<file path="src/rtl/ptrs_pkg.sv">
`timescale 1ns / 1ps

package ptrs_pkg;

  localparam int MaxTasksDef = 8;
  localparam int MaxResults  = 8;
  localparam int PresclW     = 10;
  localparam int ResCntW     = $clog2(MaxResults + 1);

  localparam logic [7:0] TickDivRst = 8'd1;

  localparam logic [1:0] REQ_CREATE = 2'd0;
  localparam logic [1:0] REQ_DELETE = 2'd1;
  localparam logic [1:0] REQ_TICK   = 2'd2;
  localparam logic [1:0] REQ_SCAN   = 2'd3;

  localparam logic [1:0] KIND_STATUS   = 2'd0;
  localparam logic [1:0] KIND_DISPATCH = 2'd1;
  localparam logic [1:0] KIND_NONE     = 2'd2;

  localparam logic [1:0] ERR_OK        = 2'd0;
  localparam logic [1:0] ERR_FULL      = 2'd1;
  localparam logic [1:0] ERR_NOT_FOUND = 2'd2;

  localparam logic [1:0] ST_INIT    = 2'd0;
  localparam logic [1:0] ST_WAITING = 2'd1;
  localparam logic [1:0] ST_READY   = 2'd2;

  typedef struct packed {
    logic [1:0]  req_type;
    logic [7:0]  task_id;
    logic [15:0] period;
    logic [7:0]  priority_req;
  } in_item_t;

  typedef struct packed {
    logic [1:0] resp_kind;
    logic [7:0] task_id_out;
    logic [1:0] error;
    logic       last;
  } out_item_t;

  typedef struct packed {
    logic [7:0]  id;
    logic [15:0] period;
    logic [7:0]  prio;
    logic [1:0]  status;
    logic [15:0] elapsed;
  } entry_t;

  typedef struct packed {
    logic      valid;
    out_item_t item;
  } push_t;

endpackage

</file>
<file path="src/rtl/periodic_task_release_scheduler_unit.sv">
`timescale 1ns / 1ps

// Periodic task release scheduler.
// Input channel in_valid_i / in_stall_o carries one request item: create,
// delete, tick or scan. Output channel out_valid_o / out_stall_i carries
// result items; the last result of a request has last set. Create and delete
// give one result, tick gives none, scan gives one per dispatched task or a
// single "nothing ready" result.
// The table sits in a single-port-read memory; a sequencer visits one entry
// at a time, in a check state and then an operate state. Create moves
// entries with a larger prio value up one slot to make room (none on a full
// table), delete searches for the task and shifts the later entries down,
// tick walks the table only on a prescaler release, and scan walks every
// entry. The final result turns valid in the cycle in which the next item
// can be taken. in_stall_o is high while an item is in work.
// The output register frees the sequencer to take the next item while the
// final result still waits. If out_stall_i is high, results hold in the
// output register and the scan walk holds until it can pass a result on.
// Reset clears the task count, prescaler and sequencer, sets tick_divider
// to 1 and drops any pending result. cfg_we_i writes tick_divider.
module periodic_task_release_scheduler_unit #(
  parameter int MAX_TASKS = ptrs_pkg::MaxTasksDef
) (
  input  logic                clk_i,
  input  logic                rst_ni,
  input  logic                cfg_we_i,
  input  logic [7:0]          cfg_data_i,
  input  logic                in_valid_i,
  output logic                in_stall_o,
  input  ptrs_pkg::in_item_t  in_item_i,
  output logic                out_valid_o,
  input  logic                out_stall_i,
  output ptrs_pkg::out_item_t out_item_o
);

  localparam int IdxW = (MAX_TASKS > 1) ? $clog2(MAX_TASKS) : 1;
  localparam int CntW = $clog2(MAX_TASKS + 1);

  logic                out_valid_q;
  ptrs_pkg::out_item_t out_item_q;
  logic                out_rdy;
  ptrs_pkg::push_t     push;
  logic                wr_en;
  logic [IdxW-1:0]     wr_addr;
  ptrs_pkg::entry_t    wr_data;
  logic [IdxW-1:0]     rd_addr;
  ptrs_pkg::entry_t    rd_data;

  assign out_rdy = !out_valid_q || !out_stall_i;

  ptrs_seq #(
    .MAX_TASKS (MAX_TASKS),
    .IdxW      (IdxW),
    .CntW      (CntW)
  ) u_seq (
    .clk_i      (clk_i),
    .rst_ni     (rst_ni),
    .cfg_we_i   (cfg_we_i),
    .cfg_data_i (cfg_data_i),
    .in_valid_i (in_valid_i),
    .in_stall_o (in_stall_o),
    .in_item_i  (in_item_i),
    .out_rdy_i  (out_rdy),
    .push_o     (push),
    .wr_en_o    (wr_en),
    .wr_addr_o  (wr_addr),
    .wr_data_o  (wr_data),
    .rd_addr_o  (rd_addr),
    .rd_data_i  (rd_data)
  );

  ptrs_table #(
    .MAX_TASKS (MAX_TASKS),
    .IdxW      (IdxW)
  ) u_table (
    .clk_i     (clk_i),
    .wr_en_i   (wr_en),
    .wr_addr_i (wr_addr),
    .wr_data_i (wr_data),
    .rd_addr_i (rd_addr),
    .rd_data_o (rd_data)
  );

  always_ff @(posedge clk_i or negedge rst_ni) begin
    if (!rst_ni) begin
      out_valid_q <= 1'b0;
    end else if (push.valid) begin
      out_valid_q <= 1'b1;
    end else if (!out_stall_i) begin
      out_valid_q <= 1'b0;
    end
  end

  always_ff @(posedge clk_i) begin
    if (push.valid) begin
      out_item_q <= push.item;
    end
  end

  assign out_valid_o = out_valid_q;
  assign out_item_o  = out_item_q;

endmodule

</file>
<file path="src/rtl/ptrs_table.sv">
`timescale 1ns / 1ps

module ptrs_table #(
  parameter int MAX_TASKS = ptrs_pkg::MaxTasksDef,
  parameter int IdxW      = (MAX_TASKS > 1) ? $clog2(MAX_TASKS) : 1
) (
  input  logic              clk_i,
  input  logic              wr_en_i,
  input  logic [IdxW-1:0]   wr_addr_i,
  input  ptrs_pkg::entry_t  wr_data_i,
  input  logic [IdxW-1:0]   rd_addr_i,
  output ptrs_pkg::entry_t  rd_data_o
);

  ptrs_pkg::entry_t mem [MAX_TASKS];
  ptrs_pkg::entry_t rd_data_q;

  always_ff @(posedge clk_i) begin
    if (wr_en_i) begin
      mem[wr_addr_i] <= wr_data_i;
    end
    rd_data_q <= mem[rd_addr_i];
  end

  assign rd_data_o = rd_data_q;

endmodule

</file>
<file path="src/rtl/ptrs_seq.sv">
`timescale 1ns / 1ps

module ptrs_seq #(
  parameter int MAX_TASKS = ptrs_pkg::MaxTasksDef,
  parameter int IdxW      = (MAX_TASKS > 1) ? $clog2(MAX_TASKS) : 1,
  parameter int CntW      = $clog2(MAX_TASKS + 1)
) (
  input  logic               clk_i,
  input  logic               rst_ni,
  input  logic               cfg_we_i,
  input  logic [7:0]         cfg_data_i,
  input  logic               in_valid_i,
  output logic               in_stall_o,
  input  ptrs_pkg::in_item_t in_item_i,
  input  logic               out_rdy_i,
  output ptrs_pkg::push_t    push_o,
  output logic               wr_en_o,
  output logic [IdxW-1:0]    wr_addr_o,
  output ptrs_pkg::entry_t   wr_data_o,
  output logic [IdxW-1:0]    rd_addr_o,
  input  ptrs_pkg::entry_t   rd_data_i
);

  typedef enum logic [3:0] {
    S_IDLE, S_CR_CHK, S_CR_OP, S_DL_CHK, S_DL_OP,
    S_SH_CHK, S_SH_OP, S_WK_CHK, S_WK_OP, S_DONE
  } state_e;

  state_e                        state_q, state_d;
  logic [CntW-1:0]               cnt_q, cnt_d;
  logic [CntW-1:0]               pos_q, pos_d;
  logic [ptrs_pkg::PresclW-1:0]  presc_q, presc_d;
  logic [7:0]                    div_q;
  logic [ptrs_pkg::ResCntW-1:0]  n_q, n_d;
  logic                          pend_vld_q, pend_vld_d;
  logic [7:0]                    pend_id_q, pend_id_d;
  ptrs_pkg::in_item_t            req_q, req_d;
  ptrs_pkg::out_item_t           fin_q, fin_d;

  logic [7:0]                    div_eff;
  logic [ptrs_pkg::PresclW:0]    presc_inc;
  logic [ptrs_pkg::PresclW:0]    presc_lim;
  logic [CntW-1:0]               slot_m1;
  logic [CntW:0]                 pos_p1;
  ptrs_pkg::entry_t              new_ent;
  ptrs_pkg::entry_t              upd_ent;

  assign div_eff   = (div_q == 8'd0) ? 8'd1 : div_q;
  assign presc_inc = {1'b0, presc_q} + (ptrs_pkg::PresclW + 1)'(1);
  assign presc_lim = (ptrs_pkg::PresclW + 1)'({div_eff, 2'b00});
  assign slot_m1   = pos_q - CntW'(1);
  assign pos_p1    = {1'b0, pos_q} + (CntW + 1)'(1);

  always_comb begin
    new_ent.id      = req_q.task_id;
    new_ent.period  = req_q.period;
    new_ent.prio    = req_q.priority_req;
    new_ent.status  = ptrs_pkg::ST_INIT;
    new_ent.elapsed = 16'd0;
  end

  always_comb begin
    state_d    = state_q;
    cnt_d      = cnt_q;
    pos_d      = pos_q;
    presc_d    = presc_q;
    n_d        = n_q;
    pend_vld_d = pend_vld_q;
    pend_id_d  = pend_id_q;
    req_d      = req_q;
    fin_d      = fin_q;
    upd_ent    = rd_data_i;
    push_o     = '0;
    wr_en_o    = 1'b0;
    wr_addr_o  = pos_q[IdxW-1:0];
    wr_data_o  = rd_data_i;
    rd_addr_o  = pos_q[IdxW-1:0];
    in_stall_o = (state_q != S_IDLE);

    case (state_q)
      S_IDLE: begin
        if (in_valid_i) begin
          req_d = in_item_i;
          fin_d.resp_kind   = ptrs_pkg::KIND_STATUS;
          fin_d.task_id_out = in_item_i.task_id;
          fin_d.error       = ptrs_pkg::ERR_OK;
          fin_d.last        = 1'b1;
          pos_d      = '0;
          n_d        = '0;
          pend_vld_d = 1'b0;
          case (in_item_i.req_type)
            ptrs_pkg::REQ_CREATE: begin
              if ({1'b0, cnt_q} >= (CntW + 1)'(MAX_TASKS)) begin
                fin_d.error = ptrs_pkg::ERR_FULL;
                state_d     = S_DONE;
              end else begin
                pos_d   = cnt_q;
                state_d = S_CR_CHK;
              end
            end
            ptrs_pkg::REQ_DELETE: state_d = S_DL_CHK;
            ptrs_pkg::REQ_TICK: begin
              if (presc_inc >= presc_lim) begin
                presc_d = '0;
                state_d = S_WK_CHK;
              end else begin
                presc_d = presc_inc[ptrs_pkg::PresclW-1:0];
              end
            end
            default: state_d = S_WK_CHK;
          endcase
        end
      end

      S_CR_CHK: begin
        rd_addr_o = slot_m1[IdxW-1:0];
        if (pos_q == '0) begin
          wr_en_o   = 1'b1;
          wr_addr_o = pos_q[IdxW-1:0];
          wr_data_o = new_ent;
          cnt_d     = cnt_q + CntW'(1);
          state_d   = S_DONE;
        end else begin
          state_d = S_CR_OP;
        end
      end

      S_CR_OP: begin
        rd_addr_o = slot_m1[IdxW-1:0];
        wr_en_o   = 1'b1;
        wr_addr_o = pos_q[IdxW-1:0];
        if (rd_data_i.prio > req_q.priority_req) begin
          wr_data_o = rd_data_i;
          pos_d     = slot_m1;
          state_d   = S_CR_CHK;
        end else begin
          wr_data_o = new_ent;
          cnt_d     = cnt_q + CntW'(1);
          state_d   = S_DONE;
        end
      end

      S_DL_CHK: begin
        if (pos_q == cnt_q) begin
          fin_d.error = ptrs_pkg::ERR_NOT_FOUND;
          state_d     = S_DONE;
        end else begin
          state_d = S_DL_OP;
        end
      end

      S_DL_OP: begin
        if (rd_data_i.id == req_q.task_id) begin
          state_d = S_SH_CHK;
        end else begin
          pos_d   = pos_q + CntW'(1);
          state_d = S_DL_CHK;
        end
      end

      S_SH_CHK: begin
        rd_addr_o = pos_p1[IdxW-1:0];
        if (pos_p1 >= {1'b0, cnt_q}) begin
          cnt_d   = cnt_q - CntW'(1);
          state_d = S_DONE;
        end else begin
          state_d = S_SH_OP;
        end
      end

      S_SH_OP: begin
        rd_addr_o = pos_p1[IdxW-1:0];
        wr_en_o   = 1'b1;
        wr_data_o = rd_data_i;
        pos_d     = pos_p1[CntW-1:0];
        state_d   = S_SH_CHK;
      end

      S_WK_CHK: begin
        if (pos_q == cnt_q) begin
          if (req_q.req_type == ptrs_pkg::REQ_SCAN) begin
            fin_d.last = 1'b1;
            fin_d.error = ptrs_pkg::ERR_OK;
            if (pend_vld_q) begin
              fin_d.resp_kind   = ptrs_pkg::KIND_DISPATCH;
              fin_d.task_id_out = pend_id_q;
            end else begin
              fin_d.resp_kind   = ptrs_pkg::KIND_NONE;
              fin_d.task_id_out = 8'd0;
            end
            state_d = S_DONE;
          end else begin
            state_d = S_IDLE;
          end
        end else begin
          state_d = S_WK_OP;
        end
      end

      S_WK_OP: begin
        pos_d   = pos_q + CntW'(1);
        state_d = S_WK_CHK;
        if (req_q.req_type == ptrs_pkg::REQ_TICK) begin
          upd_ent.elapsed = rd_data_i.elapsed + 16'd1;
          wr_en_o         = 1'b1;
          wr_data_o       = upd_ent;
        end else if (rd_data_i.status == ptrs_pkg::ST_READY) begin
          if (n_q < ptrs_pkg::ResCntW'(ptrs_pkg::MaxResults)) begin
            if (pend_vld_q && !out_rdy_i) begin
              pos_d   = pos_q;
              state_d = S_WK_OP;
            end else begin
              push_o.valid            = pend_vld_q;
              push_o.item.resp_kind   = ptrs_pkg::KIND_DISPATCH;
              push_o.item.task_id_out = pend_id_q;
              push_o.item.error       = ptrs_pkg::ERR_OK;
              push_o.item.last        = 1'b0;
              pend_vld_d              = 1'b1;
              pend_id_d               = rd_data_i.id;
              n_d                     = n_q + ptrs_pkg::ResCntW'(1);
              upd_ent.elapsed         = 16'd0;
              upd_ent.status          = ptrs_pkg::ST_WAITING;
              wr_en_o                 = 1'b1;
              wr_data_o               = upd_ent;
            end
          end
        end else if (rd_data_i.elapsed == rd_data_i.period) begin
          upd_ent.status = ptrs_pkg::ST_READY;
          wr_en_o        = 1'b1;
          wr_data_o      = upd_ent;
        end
      end

      S_DONE: begin
        if (out_rdy_i) begin
          push_o.valid = 1'b1;
          push_o.item  = fin_q;
          state_d      = S_IDLE;
        end
      end

      default: state_d = S_IDLE;
    endcase
  end

  always_ff @(posedge clk_i or negedge rst_ni) begin
    if (!rst_ni) begin
      state_q    <= S_IDLE;
      cnt_q      <= '0;
      pos_q      <= '0;
      presc_q    <= '0;
      div_q      <= ptrs_pkg::TickDivRst;
      n_q        <= '0;
      pend_vld_q <= 1'b0;
    end else begin
      state_q    <= state_d;
      cnt_q      <= cnt_d;
      pos_q      <= pos_d;
      presc_q    <= presc_d;
      n_q        <= n_d;
      pend_vld_q <= pend_vld_d;
      if (cfg_we_i) begin
        div_q <= cfg_data_i;
      end
    end
  end

  always_ff @(posedge clk_i) begin
    req_q     <= req_d;
    fin_q     <= fin_d;
    pend_id_q <= pend_id_d;
  end

  a_cnt_max: assert property (@(posedge clk_i) disable iff (!rst_ni)
    {1'b0, cnt_q} <= (CntW + 1)'(MAX_TASKS))
    else $error("task count above table size");

  a_push_rdy: assert property (@(posedge clk_i) disable iff (!rst_ni)
    push_o.valid |-> out_rdy_i)
    else $error("result pushed into a full output stage");

  a_idle_nowr: assert property (@(posedge clk_i) disable iff (!rst_ni)
    (state_q == S_IDLE) |-> !wr_en_o)
    else $error("table write while idle");

  a_res_budget: assert property (@(posedge clk_i) disable iff (!rst_ni)
    n_q <= ptrs_pkg::ResCntW'(ptrs_pkg::MaxResults))
    else $error("dispatch budget exceeded");

  a_wr_range: assert property (@(posedge clk_i) disable iff (!rst_ni)
    wr_en_o |-> (CntW'(wr_addr_o) <= cnt_q))
    else $error("table write beyond active entries");

endmodule
</file>
<file path="config.mk">
export PLATFORM = sky130hd
export DESIGN_NAME = periodic_task_release_scheduler_unit
export DESIGN_NICKNAME = d
export VERILOG_FILES = /design/src/rtl/ptrs_pkg.sv /design/src/rtl/periodic_task_release_scheduler_unit.sv /design/src/rtl/ptrs_table.sv /design/src/rtl/ptrs_seq.sv
export SDC_FILE = /design/constraint.sdc
export NUM_CORES = 1
export LEC_CHECK = 0
export BUFFER_PORTS_ARGS = -buffer_cell sky130_fd_sc_hd__buf_2
export CAP_MARGIN = 20
export CELL_PAD_IN_SITES_DETAIL_PLACEMENT = 1
export CELL_PAD_IN_SITES_GLOBAL_PLACEMENT = 1
export CORE_MARGIN = 4
export CORE_UTILIZATION = 42
export CTS_BUF_LIST = sky130_fd_sc_hd__clkbuf_4
export CTS_CLUSTER_DIAMETER = 150
export DETAILED_ROUTE_END_ITERATION = 12
export HOLD_SLACK_MARGIN = 0.03
export PLACE_DENSITY_LB_ADDON = 0.1
export SLEW_MARGIN = 20
export SYNTH_ARGS = -nofsm -noshare
export SYNTH_HDL_FRONTEND = slang
export SYNTH_HIERARCHICAL = 1
export SYNTH_SLANG_ARGS = --single-unit
export TNS_END_PERCENT = 10
</file>
<file path="constraint.sdc">
create_clock -name clk_i -period 13.68 [get_ports clk_i]
set_clock_uncertainty 0.05 [all_clocks]
set_input_delay 1.368 -clock clk_i [delete_from_list [all_inputs] [get_ports clk_i]]
set_output_delay 1.368 -clock clk_i [all_outputs]
set_load 0.01 [all_outputs]
</file>
==> Word level (Yosys, flattened, before mapping) <==
Memories as Yosys holds them, arrays and structs flattened. A register that Yosys moved wholly into a read port is not among the register bits.
Cells that the tools add are included.
{ "totals": {"regBits": 104, "mem_bits_rw": 400, "n_memories": 1, "word_cells": 179, "inputBits": 47, "output_inout_bits": 15} }
{ "classes": {"n_reduce_logical": 27, "n_lt_le_gt_ge": 5, "bitwise": 2, "mux": 81, "n_eq_ne": 34, "add_sub_neg": 8} }
{ "memory_table": {"columns": ["name", "words", "width", "rd", "rd_ports_with_merged_regs", "wr", "line", "source"], "rows": [
  ["u_table.mem", 8, 50, 1, 1, 1, "ptrs_table.sv:15", "ptrs_pkg::entry_t mem [MAX_TASKS];"]
]} }
{ "ops": {"columns": ["cell", "count"], "rows": [
  ["$pmux W50 S3", 1],
  ["$mux W4", 31],
  ["$mux W50", 2],
  ["$mux W18", 5],
  ["$mux W14", 5],
  ["$pmux W4 S10", 1],
  ["$mux W13", 3],
  ["$pmux W14 S2", 1],
  ["$pmux W4 S3", 2],
  ["$mux W10", 2],
  ["$ne A2 B1 Y1 const B", 10],
  ["$pmux W10 S2", 1],
  ["$pmux W4 S5", 1],
  ["$add A16 B1 Y16 const B", 1],
  ["$eq A16 B16 Y1", 1],
  ["$eq A4 B3 Y1 const B", 4],
  ["$mux W1", 16],
  ["$reduce_and A5 Y1", 3],
  ["$add A4 B1 Y4 const B", 3],
  ["$add A10 B1 Y11 const B", 1],
  ["$ge A11 B10 Y1", 1],
  ["$ne A2 B2 Y1 const B", 5],
  ["$eq A2 B2 Y1 const B", 4],
  ["$eq A4 B2 Y1 const B", 2],
  ["37 further kinds", 51]
]} }

==> Longest topological paths before layout <==
Gate-level depths: netlist of run 1.
{ "logic_depth": {"depth_word": 11, "ltp_mapped": 12, "mapped_depth_nobuf": 12} }

==> Hierarchy <==
The synthesis of run 1 kept the hierarchy.
{ "modules_own_cells": {"columns": ["module", "instances", "seq_area_each_um2", "cells_each", "area_per_inst_um2"], "rows": [
  ["ptrs_table", 1, 13012.5, 641, 16450.8],
  ["ptrs_seq", 1, 2498.6, 684, 6037.0],
  ["periodic_task_release_scheduler_unit", 1, 415.4, 16, 426.7]
]} }

==> Worst setup path after synthesis of run 1 <==
No wires, ideal clock.
{ "synth_path": {"path_type": "in2reg", "startpoint": "input port out_stall_i", "endpoint": "memory u_table/mem[0][0] (netlist name) (enable)", "t_arrival_ns": 5.379, "t_required_ns": 13.111, "setup_time_ns": 0.519, "path_buffers": 0, "stages": 7, "setup_slack_ns": 7.732, "cell_sequence": "nand2_1 > nor2_1 > nor3_1 > nor4_1 > o22ai_1 > nand2b_1 > nor3_1"} }
{ "synth_via": {"elab_chain_len": 11} }
{ "synth_lines": {"columns": ["item", "line", "source"], "rows": [
  ["from (decl)", "periodic_task_release_scheduler_unit.sv:32", "input logic out_stall_i,"],
  ["$logic_not A1 Y1", null, null],
  ["$logic_or A1 B1 Y1", "periodic_task_release_scheduler_unit.sv:49", "assign out_rdy = !out_valid_q || !out_stall_i;"],
  ["$logic_not A1 Y1", "ptrs_seq.sv:209", "if (pend_vld_q && !out_rdy_i) begin"],
  ["$logic_and A1 B1 Y1", "ptrs_seq.sv:209", null],
  ["$mux W1", "ptrs_seq.sv:209", null],
  ["$mux W1", "ptrs_seq.sv:208", "if (n_q < ptrs_pkg::ResCntW'(ptrs_pkg::MaxResults)) begin"],
  ["$mux W1", "ptrs_seq.sv:207", "end else if (rd_data_i.status == ptrs_pkg::ST_READY) begin"],
  ["$mux W1", "ptrs_seq.sv:203", "if (req_q.req_type == ptrs_pkg::REQ_TICK) begin"],
  ["$pmux W1 S3", "ptrs_seq.sv:80", "case (state_q)"],
  ["via wr_en", "periodic_task_release_scheduler_unit.sv:43", "logic wr_en;"],
  ["$mux W1", "ptrs_table.sv:19", "if (wr_en_i) begin"],
  ["$mux W1 (implied by the code)", "ptrs_table.sv:20", "mem[wr_addr_i] <= wr_data_i;"],
  ["to (decl)", "ptrs_table.sv:15", null]
]} }
The timed path passes the listed nets, and every way through them passes these cells.

==> Worst setup path after layout of run 1 <==
{ "layout_path": {"startpoint": "register u_seq.state_q[0]", "endpoint": "register, netlist name u_table/rd_data_o[19]"} }
{ "layout_via": {"elab_chain_len": 3, "word_cells_on_any_way": 7, "classes_between": "4 x eq/ne; 1 x mux; 2 x reduce/logical"} }
{ "layout_lines": {"columns": ["item", "line", "source"], "rows": [
  ["from (decl)", "ptrs_seq.sv:29", "state_e state_q, state_d;"],
  ["from (signal assigned)", "ptrs_seq.sv:256", "state_q <= state_d;"],
  ["$eq A4 B3 Y1 (tied with other cells)", "ptrs_seq.sv:80", null],
  ["$reduce_or A2 Y1 (no line)", null, null],
  ["$pmux W3 S2 (*)", "ptrs_seq.sv:80", null],
  ["via rd_addr[0]", "periodic_task_release_scheduler_unit.sv:46", "logic [IdxW-1:0] rd_addr;"]
]} }
Mark *: on every way through the listed nets, which the timed path passes. The rest lies on a longest branch.
A chain may end at the register's enable or synchronous reset.

==> run summary, run 1 <==
• **cell depth of the worst flop-to-flop path** 7
• **number of optimization iterations in the first detailed-route pass** 4
• **vias post-DR** 12.67k
• **cts hold-fix bufs** 0
• **Post-Syn Area** 0.02291 mm^2
• **clock latency on the worst-skew pair** 960 ps
• **required time at the endpoint of the critical path** 14440 ps
• **number of hold violations in the final report** 0
• **met1 track demand over resource** 0.2519
• **kind of critical path** reg2reg
• **compound-cell area share of the yosys netlist** 0.04592
• **clock slew at the register clock pins of the worst setup and hold paths** 70 ps
• **final standard cell utilization of the core** 0.4818
• **adder-cell share of the synthesized area** 0.01562
• **Residual DRC** 0
• **wire length per cell after detailed routing** 23.23 um
• **Async S/R FF share, synth** 0.06510
• **actual transition at the worst max-transition pin** 1018 ps
• **Cell Pwr Density** 251.9 mW/mm^2
• **largest net degree at the start of global routing** 59
• **area grow syn2layout** 13.37%
• **classification of the worst-slack hold path** reg2reg
• **Final nets** 1583
• **Sink Count** 553
• **overall power consumption** 6545 uW
• **Max Clock Freq** 232.0 MHz
• **basic-gate share of the synthesized area counting and, or, nand and nor cells** 0.06083
• **fraction of the yosys area taken by sequential cells** 0.6950
• **gate count of the mapped netlist** 1341
• **Setup-failing EPs final** 0
• **Max transition margin** 0.3212
• **total global routing overflow** 0
• **status** completed
• **unrepaired setup endpoints after global routing** no
• **xor-xnor portion of the synthesized cell area** 0.01720
• **nets in the synthesized netlist** 1416
• **number of unique standard cell types used by synthesis** 67
• **type of element launching the critical path** flip-flop
• **Post CTS Setup Buffer Count** 0
• **crit share post-route** 0.3150
• **placeable core region** 0.05392 mm^2
• **# resized after CTS** 0
• **Die Outline Area** 0.05836 mm^2
• **Mean Syn Cell Area** 17.09 um^2
• **met2 Use GR** 0.2988
• **most frequent standard cell in the layout excluding fill and tap cells** edfxtp_1
• **static leakage power** 0.009367 uW
• **Yosys reg bits** 553
• **highest-utilization routing layer at the global route stage** met2
• **count of warnings emitted by yosys** 6
• **number of top-level pins** 62
• **share of cells above drive strength 1** 0.2508
• **Vias per Instance** 5.434
• **Clock Path Buffers** 3
• **number of buffers created by CTS** 147
• **DIE HEIGHT** 241.6 um
• **element type at the critical path end** flip-flop
• **total track usage** 0.1871
• **# Max-Cap Violations** 0
• **half-perimeter wire length after placement** 29920 um
• **Max Transition Viols Final** 0
• **number of cells in the finished layout apart from fillers** 2332
• **number of levels in the clock H-tree** 4
• **die boundary width** 241.6 um
• **count of cells along the worst hold path** 0
• **Initial DRC Count** 807
• **site row count** 85
• **combinational family with the most area after synthesis** multiplexers
• **antenna-violating nets left** 0
• **most frequent cells in the layout** edfxtp_1, clkbuf_4, mux4_1
• **grt met3 use** 0.04763
• **number of enable-type register cells in the synthesized netlist** 467
• **starting density of the core** 0.4250
• **Setup TNS Final** 0 ps
• **quantity of I/O buffers inserted on ports** 61
• **first-pass GRT wire length** 82810 um
• **CTS Root Buffer Type** clkbuf_4
• **worst-path fanout max** 53
• **final WL** 54170 um
• **initial antenna violation count** 2
• **multiplexer share of the synthesized area** 0.1430
• **number of global-route vias before repair** 13.70k
• **last weighted congestion value of the routability-driven placer** 0.7728
• **Cell Count Post-Placement** 2055
• **minimum clock period** 4310 ps
• **worst-case vdd ir drop** 225.1 uV
• **top flip-flop cell by instance count after synthesis** edfxtp_1
• **clock tree from TritonCTS** built
• **arrival time at the worst endpoint** 5070 ps
-- logic make-up after synthesis --
kind of cell,count (synthesis)
and+or+nand+nor,290
muxes,158
xor gates and xnor gates,45
adders and majority gates,28
AOI/OAI and AO/OA,168
buffers and inverters,99
DFF,553
-- where the power goes --
group          leakage [uW]  switching [uW]  total, uW  internal [uW]
clock network       0.00118             677       1500            825
logic               0.00305            1350       2400           1050
registers           0.00514             193       2640           2450
-- worst paths after layout --
path                                        from                     to  slack [ps]
min in group asynchronous                 rst_ni         u_seq/div_q[6]         500
setup / recovery                u_seq/state_q[0]  u_table/rd_data_o[19]        9370
max in group asynchronous                 rst_ni         u_seq/pos_q[1]       12500
setup reg to reg                u_seq/state_q[0]  u_table/rd_data_o[19]        9370
hold / removal             u_table/rd_data_o[47]     u_seq/pend_id_q[5]         420
hold reg to reg            u_table/rd_data_o[47]     u_seq/pend_id_q[5]         420
-- worst max-delay path, stage by stage, from the launching register on --
cell	delay, ps
dfrtp_1	690
nand2b_1	230
a21oi_1	490
xnor2_2	170
buf_4	780
buf_4	800
mux4_1	650
mux2_2	280
-- area by class of cell --
class / instances / area [um^2]
Inverter: 33 / 125.1
Clock buffer: 232 / 1742
Timing Repair Buffer: 84 / 498.0
Fill cell: 5187 / 27940
Clock inverter: 36 / 217.7
Multi-Input combinational cell: 689 / 6575
Sequential cell: 553 / 15930
Tap cell: 696 / 870.8
Antenna cell: 9 / 22.52
-- per-stage QoR --
| stage | cell area, um^2 | setup slack [ps] | hold slack (ps) |
|---|---|---|---|
| final | 25980 | 9370 | 418.8 |
| after floorplan | 22910 | 7732 | 399.2 |
| after global routing | 25980 | 9150 | 384.3 |
| after detailed placement | 23990 | 9356 | 415.4 |
| after CTS | 25950 | 9321 | 395.3 |
| after global placement | 23960 | 9489 | 410.5 |
-- metal layers --
metal,vias up,share of wire
li1,5787,-
met1,6536,0.46
met2,253,0.48
met3,96,0.036
met4,0,0.021
met5,-,0
-- Yosys cell counts (5+ instances only) --
cell type / count / area [um^2]
buf_1: 11 / 41.29
mux2_2: 54 / 608.1
xor2_1: 32 / 280.3
edfxtp_1: 467 / 14020
dfrtp_1: 35 / 875.8
buf_6: 16 / 180.2
inv_1: 32 / 120.1
nor3_1: 17 / 85.08
a31oi_1: 15 / 93.84
clkbuf_1: 27 / 101.4
or3_1: 6 / 37.54
ha_1: 27 / 337.8
nand3_1: 57 / 285.3
nand2b_1: 12 / 75.07
nor2b_1: 8 / 50.05
a21o_1: 7 / 52.55
buf_2: 8 / 40.04
mux4_1: 100 / 2628
o21ai_0: 43 / 215.2
nand4_1: 5 / 31.28
dfxtp_1: 50 / 1001
o21ai_1: 30 / 150.1
nor4_1: 14 / 87.58
nor2_1: 49 / 183.9
xnor2_1: 13 / 113.9
a22o_1: 13 / 113.9
and2_1: 6 / 37.54
nand2_1: 99 / 371.6
a21oi_1: 23 / 115.1
-- flip-flops by register name, indices dropped and copies added (netlist names) --
name and cells:
out_item_o 13, out_valid_o 1, u_seq/cnt_q 4, u_seq/div_q 8
u_seq/fin_q 12, u_seq/n_q 4, u_seq/new_ent 32, u_seq/pend_id_q 8
u_seq/pend_vld_q 1, u_seq/pos_q 4, u_seq/presc_q 10, u_seq/req_q 2
u_seq/state_q 4, u_table/mem 400, u_table/rd_data_o 50
(Power assumes the default switching activity.)
==> run 2: changes to the inputs <==
- clock period: 13.68 -> 3.6 ns (I/O delays scaled with it)
==> run 2 against run 1 <==
  * Count of clock-buffer cells in the layout increased by 10
  * Flip-flop and latch count stayed put
  * Total power grew to 3.9 times the previous value
  * Clock power grew to 3.8 times the previous value
  * Fmax increased by 33%
  * Cell count rose by 6.1%
  * First-iteration DRC count fell by 9.9%
  * Sequential share of layout area down 3.6 points
  * Cell area rose by 6.3%
  * Routed wire length is 3.8% higher
  * Die area stayed put
  * Via count grew 4.6%
  * Highest routed layer unchanged
==> run summary, run 2 (synthesis gave the netlist of run 1 again) <==
• **Max Clock Freq** 308.7 MHz, +33%
• **Max transition margin** 0.3596, +0.03837
• **worst reg2reg path startpoint** u_seq/state_q[0]
• **number of fill cells in the layout** 5128, -1.1%
• **site row count** 85, unchanged
• **type of element launching the critical path** flip-flop
• **largest net degree at the start of global routing** 85, +44%
• **min-delay src** in_item_i[32]
• **endpoint with the worst hold slack** u_seq/req_q[32]
• **cells along the critical path** nand2b_4 -> a21oi_1 -> xnor2_2 -> buf_4 -> mux4_1 -> mux2_2
• **Setup TNS Final** 0 ps, unchanged
• **count of cells along the worst hold path** 2, +2
• **initial antenna violation count** 2, unchanged
• **quantity of I/O buffers inserted on ports** 61, unchanged
• **Residual DRC** 0, unchanged
• **Sink Count** 553, unchanged
• **CTS Root Buffer Type** clkbuf_4
• **cell depth of the worst flop-to-flop path** 6, -1
• **# resized after CTS** 0, unchanged
• **total track usage** 0.1953, +0.008188
• **Initial DRC Count** 727, -9.9%
• **wire length per cell after detailed routing** 22.72 um, -2.2%
• **slack of the worst reg-to-reg path** 360 ps, -9010 ps
• **max FFs per register** 400, unchanged
• **Cell Pwr Density** 924.1 mW/mm^2, +270%
• **Clock Path Buffers** 3, unchanged
• **P_sw** 8599 uW, +290%
• **crit share post-route** 0.8999, +0.5849
• **sw frac** 0.3370, -0.002657
• **minimum clock period** 3240 ps, -1070 ps
• **DIE HEIGHT** 241.6 um, unchanged
• **kind of critical path** reg2reg
• **Post CTS Setup Buffer Count** 0, unchanged
• **last weighted congestion value of the routability-driven placer** 0.7738, +0.13%
• **number of hold violations in the final report** 0, unchanged
• **Vias per Instance** 5.354, -1.5%
• **post-placement cell area** 0.02456 mm^2, +2.4%
• **unrepaired setup endpoints after global routing** no
• **status** completed
• **placeable core region** 0.05392 mm^2, unchanged
• **number of levels in the clock H-tree** 4, unchanged
• **# Max-Cap Violations** 0, unchanged
• **clock tree from TritonCTS** built
• **clock slew at the register clock pins of the worst setup and hold paths** 60 ps, about the same
• **Final nets** 1727, +9.1%
• **clock share of power** 0.226, -0.003
• **element type at the critical path end** flip-flop
• **required time at the endpoint of the critical path** 4380 ps, -10060 ps
• **half-perimeter wire length after placement** 33040 um, +10%
• **antenna-violating nets left** 0, unchanged
• **end of the worst register-to-register path** u_table/rd_data_o[18]
• **maximum single-stage delay on the critical path** 800 ps, about the same
• **top cell family by delay on the critical path** multiplexers
• **most frequent standard cell in the layout excluding fill and tap cells** edfxtp_1
• **Max Transition Viols Final** 0, unchanged
• **Gate power share** 0.385, +0.018
• **portion of total power attributed to sequential cells** 0.389, -0.015
• **Internal** 16920 uW, +290%
• **share of cells above drive strength 1** 0.2569, +0.006133
• **most frequent cells in the layout** edfxtp_1, clkbuf_4, dlygate4sd3_1
• **worst-case vdd ir drop** 556.1 uV, +150%
• **arrival time at the worst endpoint** 4020 ps, -1050 ps
• **number of buffers created by CTS** 148, +0.68%
• **final WL** 56230 um, +3.8%
• **number of optimization iterations in the first detailed-route pass** 5, +1
• **worst-path fanout max** 14, -74%
• **register with the most flip-flops** u_table/mem
• **total global routing overflow** 0, unchanged
• **number of global-route vias before repair** 14.59k, +6.5%
• **combined buffer and inverter count along the critical path** 1, -1
• **number of top-level pins** 62, unchanged
• **static leakage power** 0.01009 uW, +7.7%
• **overall power consumption** 25510 uW, +290%
• **die boundary width** 241.6 um, unchanged
• **clock latency on the worst-skew pair** 960 ps, about the same
• **cell at the slowest stage of the critical path** xnor2_2
• **classification of the worst-slack hold path** in2reg
• **Die Outline Area** 0.05836 mm^2, unchanged
• **actual transition at the worst max-transition pin** 955.9 ps, -62.26 ps
• **cell area after layout** 0.02761 mm^2, +6.3%
• **cts hold-fix bufs** 103, +103
• **first-pass GRT wire length** 86970 um, +5.0%
• **vias post-DR** 13.25k, +4.6%
• **area grow syn2layout** 20.49%
• **Setup-failing EPs final** 0, unchanged
• **starting density of the core** 0.4250, unchanged
-- run 2: cell types whose count changed in the layout (fill, tap and decap cells not counted), sizes merged --
| cell | before | now |
|---|---|---|
| inv | 39 | 38 |
| diode | 9 | 4 |
| bufinv | 3 | 2 |
| clkinv | 26 | 23 |
| buf | 84 | 125 |
| dlygate4sd3 | 0 | 102 |
| clkbuf | 232 | 242 |
-- run 2: worst reg2reg max path: stages, from the launching register on --
cell and delay (ps):
dfrtp_1 480, nand2b_4 240, a21oi_1 220, xnor2_2 800
buf_4 430, mux4_1 590, mux2_2 300
-- run 2: worst max-delay path by stage --
stage                      from  cells past startpoint  slack (ps)                    end
2_1_floorplan    u_seq/pos_q[0]                      9        -770      u_table/mem[1][0]
3_3_place_gp   u_seq/state_q[0]                      6         420  u_table/rd_data_o[22]
3_5_place_dp   u_seq/state_q[0]                      6         380  u_table/rd_data_o[18]
4_1_cts        u_seq/state_q[0]                      6         350  u_table/rd_data_o[18]
5_1_grt        u_seq/presc_q[0]                     12         170       u_seq/presc_q[9]
6_report       u_seq/state_q[0]                      6         360  u_table/rd_data_o[18]
-- run 2: cell type report --
type / count / area (um^2) / share of cell area
clock buffers: 242 / 1817 / 0.06580
flip-flops and latches: 553 / 15930 / 0.5769
repair buffers: 227 / 2107 / 0.07632
well taps: 696 / 870.8 / 0.03154
inverters: 33 / 123.9 / 0.004487
diodes: 4 / 10.01 / 0.0003625
multi-input cells: 689 / 6575 / 0.2381
clock inverters: 31 / 178.9 / 0.006481
-- run 2: through the flow --
stage	setup slack (ps)	cells	hold slack [ps]	utilization
floorplan	-768.1	1341	14.41	-
global placement	416.5	2095	419.5	0.4555
detailed placement	381.6	2095	425.2	0.4555
CTS	349.3	2471	74.77	0.5118
global route	167.0	2473	150.3	0.5119
finish	360.3	2475	199.7	0.5120
-- run 2: metal layers --
layer,track usage,share of wire,vias up
met2,0.3261,0.50,292
met3,0.04509,0.039,80
met5,0,0,-
met4,0.07461,0.023,0
met1,0.2509,0.44,6791
li1,-,-,6088
-- run 2: power groups by stage --
stage | Sequential (uW) | Clock, uW | Combinational [uW]
2_1_floorplan | 9800 | 0 | 7030
3_3_place_gp | 10000 | 0 | 9680
3_5_place_dp | 10100 | 0 | 9890
4_1_cts | 9940 | 5990 | 10000
5_1_grt | 10000 | 6390 | 10800
6_report | 9930 | 5760 | 9820
==> run 3: changes to the inputs <==
- BUFFER_PORTS_ARGS: -buffer_cell sky130_fd_sc_hd__buf_2 -> -buffer_cell sky130_fd_sc_hd__buf_4
- CELL_PAD_IN_SITES_DETAIL_PLACEMENT: 1 -> 0
==> run 3 against run 2 <==
  * Via count decreased by 1.7%
  * Fmax down 0.49%
  * Sequential power shrank 0.4%
  * Flip-flop and latch count did not move
  * Sequential share of layout area about the same
  * Routed wire length shrank 6.3%
  * Register-to-register slack got worse by 20 ps
  * Hold slack got worse by 39 ps
  * Critical endpoint is now u_table/mem[0][35]
==> run summary, run 3 (synthesis gave the netlist of run 1 again) <==
• **DIE HEIGHT** 241.6 um, unchanged
• **placeable core region** 0.05392 mm^2, unchanged
• **area grow syn2layout** 20.53%, about the same
• **type of element launching the critical path** flip-flop
• **static leakage power** 0.01005 uW, -0.31%
• **site row count** 85, unchanged
• **unrepaired setup endpoints after global routing** no
• **required time at the endpoint of the critical path** 4130 ps, -250 ps
• **max FFs per register** 400, unchanged
• **number of global-route vias before repair** 13.86k, -5.0%
• **Cell Pwr Density** 918.7 mW/mm^2, -0.59%
• **Sink Count** 553, unchanged
• **# Max-Cap Violations** 0, unchanged
• **Vias per Instance** 5.301, -0.98%
• **actual transition at the worst max-transition pin** 1008 ps, +52.56 ps
• **Clock Path Buffers** 3, unchanged
• **worst-path fanout max** 33, +19
• **Residual DRC** 0, unchanged
• **minimum clock period** 3256 ps, +15.93 ps
• **CTS Root Buffer Type** clkbuf_4
• **total global routing overflow** 0, unchanged
• **Max Transition Viols Final** 0, unchanged
• **number of optimization iterations in the first detailed-route pass** 5, unchanged
• **Die Outline Area** 0.05836 mm^2, unchanged
• **wire length per cell after detailed routing** 21.42 um, -5.7%
• **initial antenna violation count** 2, unchanged
• **number of buffers created by CTS** 148, unchanged
• **Final nets** 1714, -0.75%
• **number of levels in the clock H-tree** 4, unchanged
• **quantity of I/O buffers inserted on ports** 61, unchanged
• **vias post-DR** 13.03k, -1.7%
• **Max transition margin** 0.3252, -0.03445
• **element type at the critical path end** flip-flop
• **number of hold violations in the final report** 0, unchanged
• **first-pass GRT wire length** 81060 um, -6.8%
• **clock slew at the register clock pins of the worst setup and hold paths** 60 ps, about the same
• **arrival time at the worst endpoint** 3790 ps, -230 ps
• **half-perimeter wire length after placement** 30270 um, -8.4%
• **worst-case vdd ir drop** 827.0 uV, +49%
• **overall power consumption** 25370 uW, -0.55%
• **# resized after CTS** 0, unchanged
• **final WL** 52660 um, -6.3%
• **largest net degree at the start of global routing** 51, -40%
• **clock latency on the worst-skew pair** 970 ps, about the same
• **classification of the worst-slack hold path** in2reg
• **number of top-level pins** 62, unchanged
• **kind of critical path** reg2reg
• **clock tree from TritonCTS** built
• **Initial DRC Count** 758, +4.3%
• **crit share post-route** 0.9043, +0.004426
• **last weighted congestion value of the routability-driven placer** 0.7690, -0.62%
• **Max Clock Freq** 307.2 MHz, -0.49%
• **status** completed
• **Cell Count Post-Placement** 2081, -0.67%
• **most frequent cells in the layout** edfxtp_1, clkbuf_4, dlygate4sd3_1
• **register with the most flip-flops** u_table/mem
• **antenna-violating nets left** 0, unchanged
• **most frequent standard cell in the layout excluding fill and tap cells** edfxtp_1
• **die boundary width** 241.6 um, unchanged
• **starting density of the core** 0.4250, unchanged
• **number of cells in the finished layout apart from fillers** 2458, -0.69%
• **Setup-failing EPs final** 0, unchanged
• **share of cells above drive strength 1** 0.2517, -0.005193
• **total track usage** 0.1827, -0.01264
==> run 3: changes by cell type in the layout (fill, tap and decap cells not counted), sizes merged <==
cell,change
dlygate4sd3,+1
clkbuf,-5
inv,+1
buf,-14
diode,+2
bufinv,+1
clkinv,-3
==> run 3: final timing paths <==
path                            cells after the start                 end  slack (ps)                  start
worst max-delay path                               10  u_table/mem[0][35]         340         u_seq/pos_q[1]
worst min-delay path                                2     u_seq/req_q[33]         160          in_item_i[33]
worst min register to register                      0  u_seq/pend_id_q[5]         430  u_table/rd_data_o[47]
min in group asynchronous                           3      u_seq/div_q[0]         380                 rst_ni
worst max register to register                     10  u_table/mem[0][35]         340         u_seq/pos_q[1]
max in group asynchronous                           4    u_seq/pend_vld_q        2840                 rst_ni
==> run 3: repair_timing <==
item / 4_1_cts / 5_1_grt
hold buffers: 104 / 0
buffers inserted: 0 / 0
endpoints found under the hold margin: 126 / 0
==> run 3: report_power, final <==
| part | switching [uW] | internal, uW | total [uW] |
|---|---|---|---|
| registers | 587 | 9300 | 9890 |
| logic | 5420 | 4370 | 9800 |
| clock network | 2500 | 3190 | 5690 |
| total | 8510 | 16900 | 25400 |
==> run 3: area by class of cell <==
class | count | area (um^2)
Timing Repair Buffer | 214 | 2127
Inverter | 33 | 123.9
Clock buffer | 237 | 1779
Multi-Input combinational cell | 689 | 6575
Sequential cell | 553 | 15930
Tap cell | 696 | 870.8
Clock inverter | 30 | 201.4
Antenna cell | 6 | 15.01
Fill cell | 4519 | 26300
==> run 3: critical path, cell delays in order (launching register included) <==
cell and delay [ps]:
dfrtp_1 370, inv_1 140, ha_1 230, nor3b_1 400
nand2_1 150, nor2_1 160, o21ai_0 140, o22ai_1 310
nand2b_1 320, nor3_4 310, buf_12 290
==> run 3: routing by layer <==
layer  share of wire  global-route usage
met1            0.44              0.2325
met2            0.50              0.3066
met3           0.045             0.04885
met4           0.020             0.06112
met5               0                   0
==> run 3: per-stage QoR <==
step | TNS, ps | hold slack (ps) | setup WS (ps) | cell area, um^2 | util
after floorplan | -286950 | 14.41 | -768.1 | 22920 | -
after global placement | 0 | 325.9 | 503.0 | 24570 | 0.4557
after detailed placement | 0 | 327.7 | 484.1 | 24570 | 0.4557
after CTS | 0 | 34.37 | 416.8 | 27600 | 0.5119
after global routing | 0 | 80.91 | 122.2 | 27620 | 0.5122
final | 0 | 161.0 | 344.4 | 27620 | 0.5122
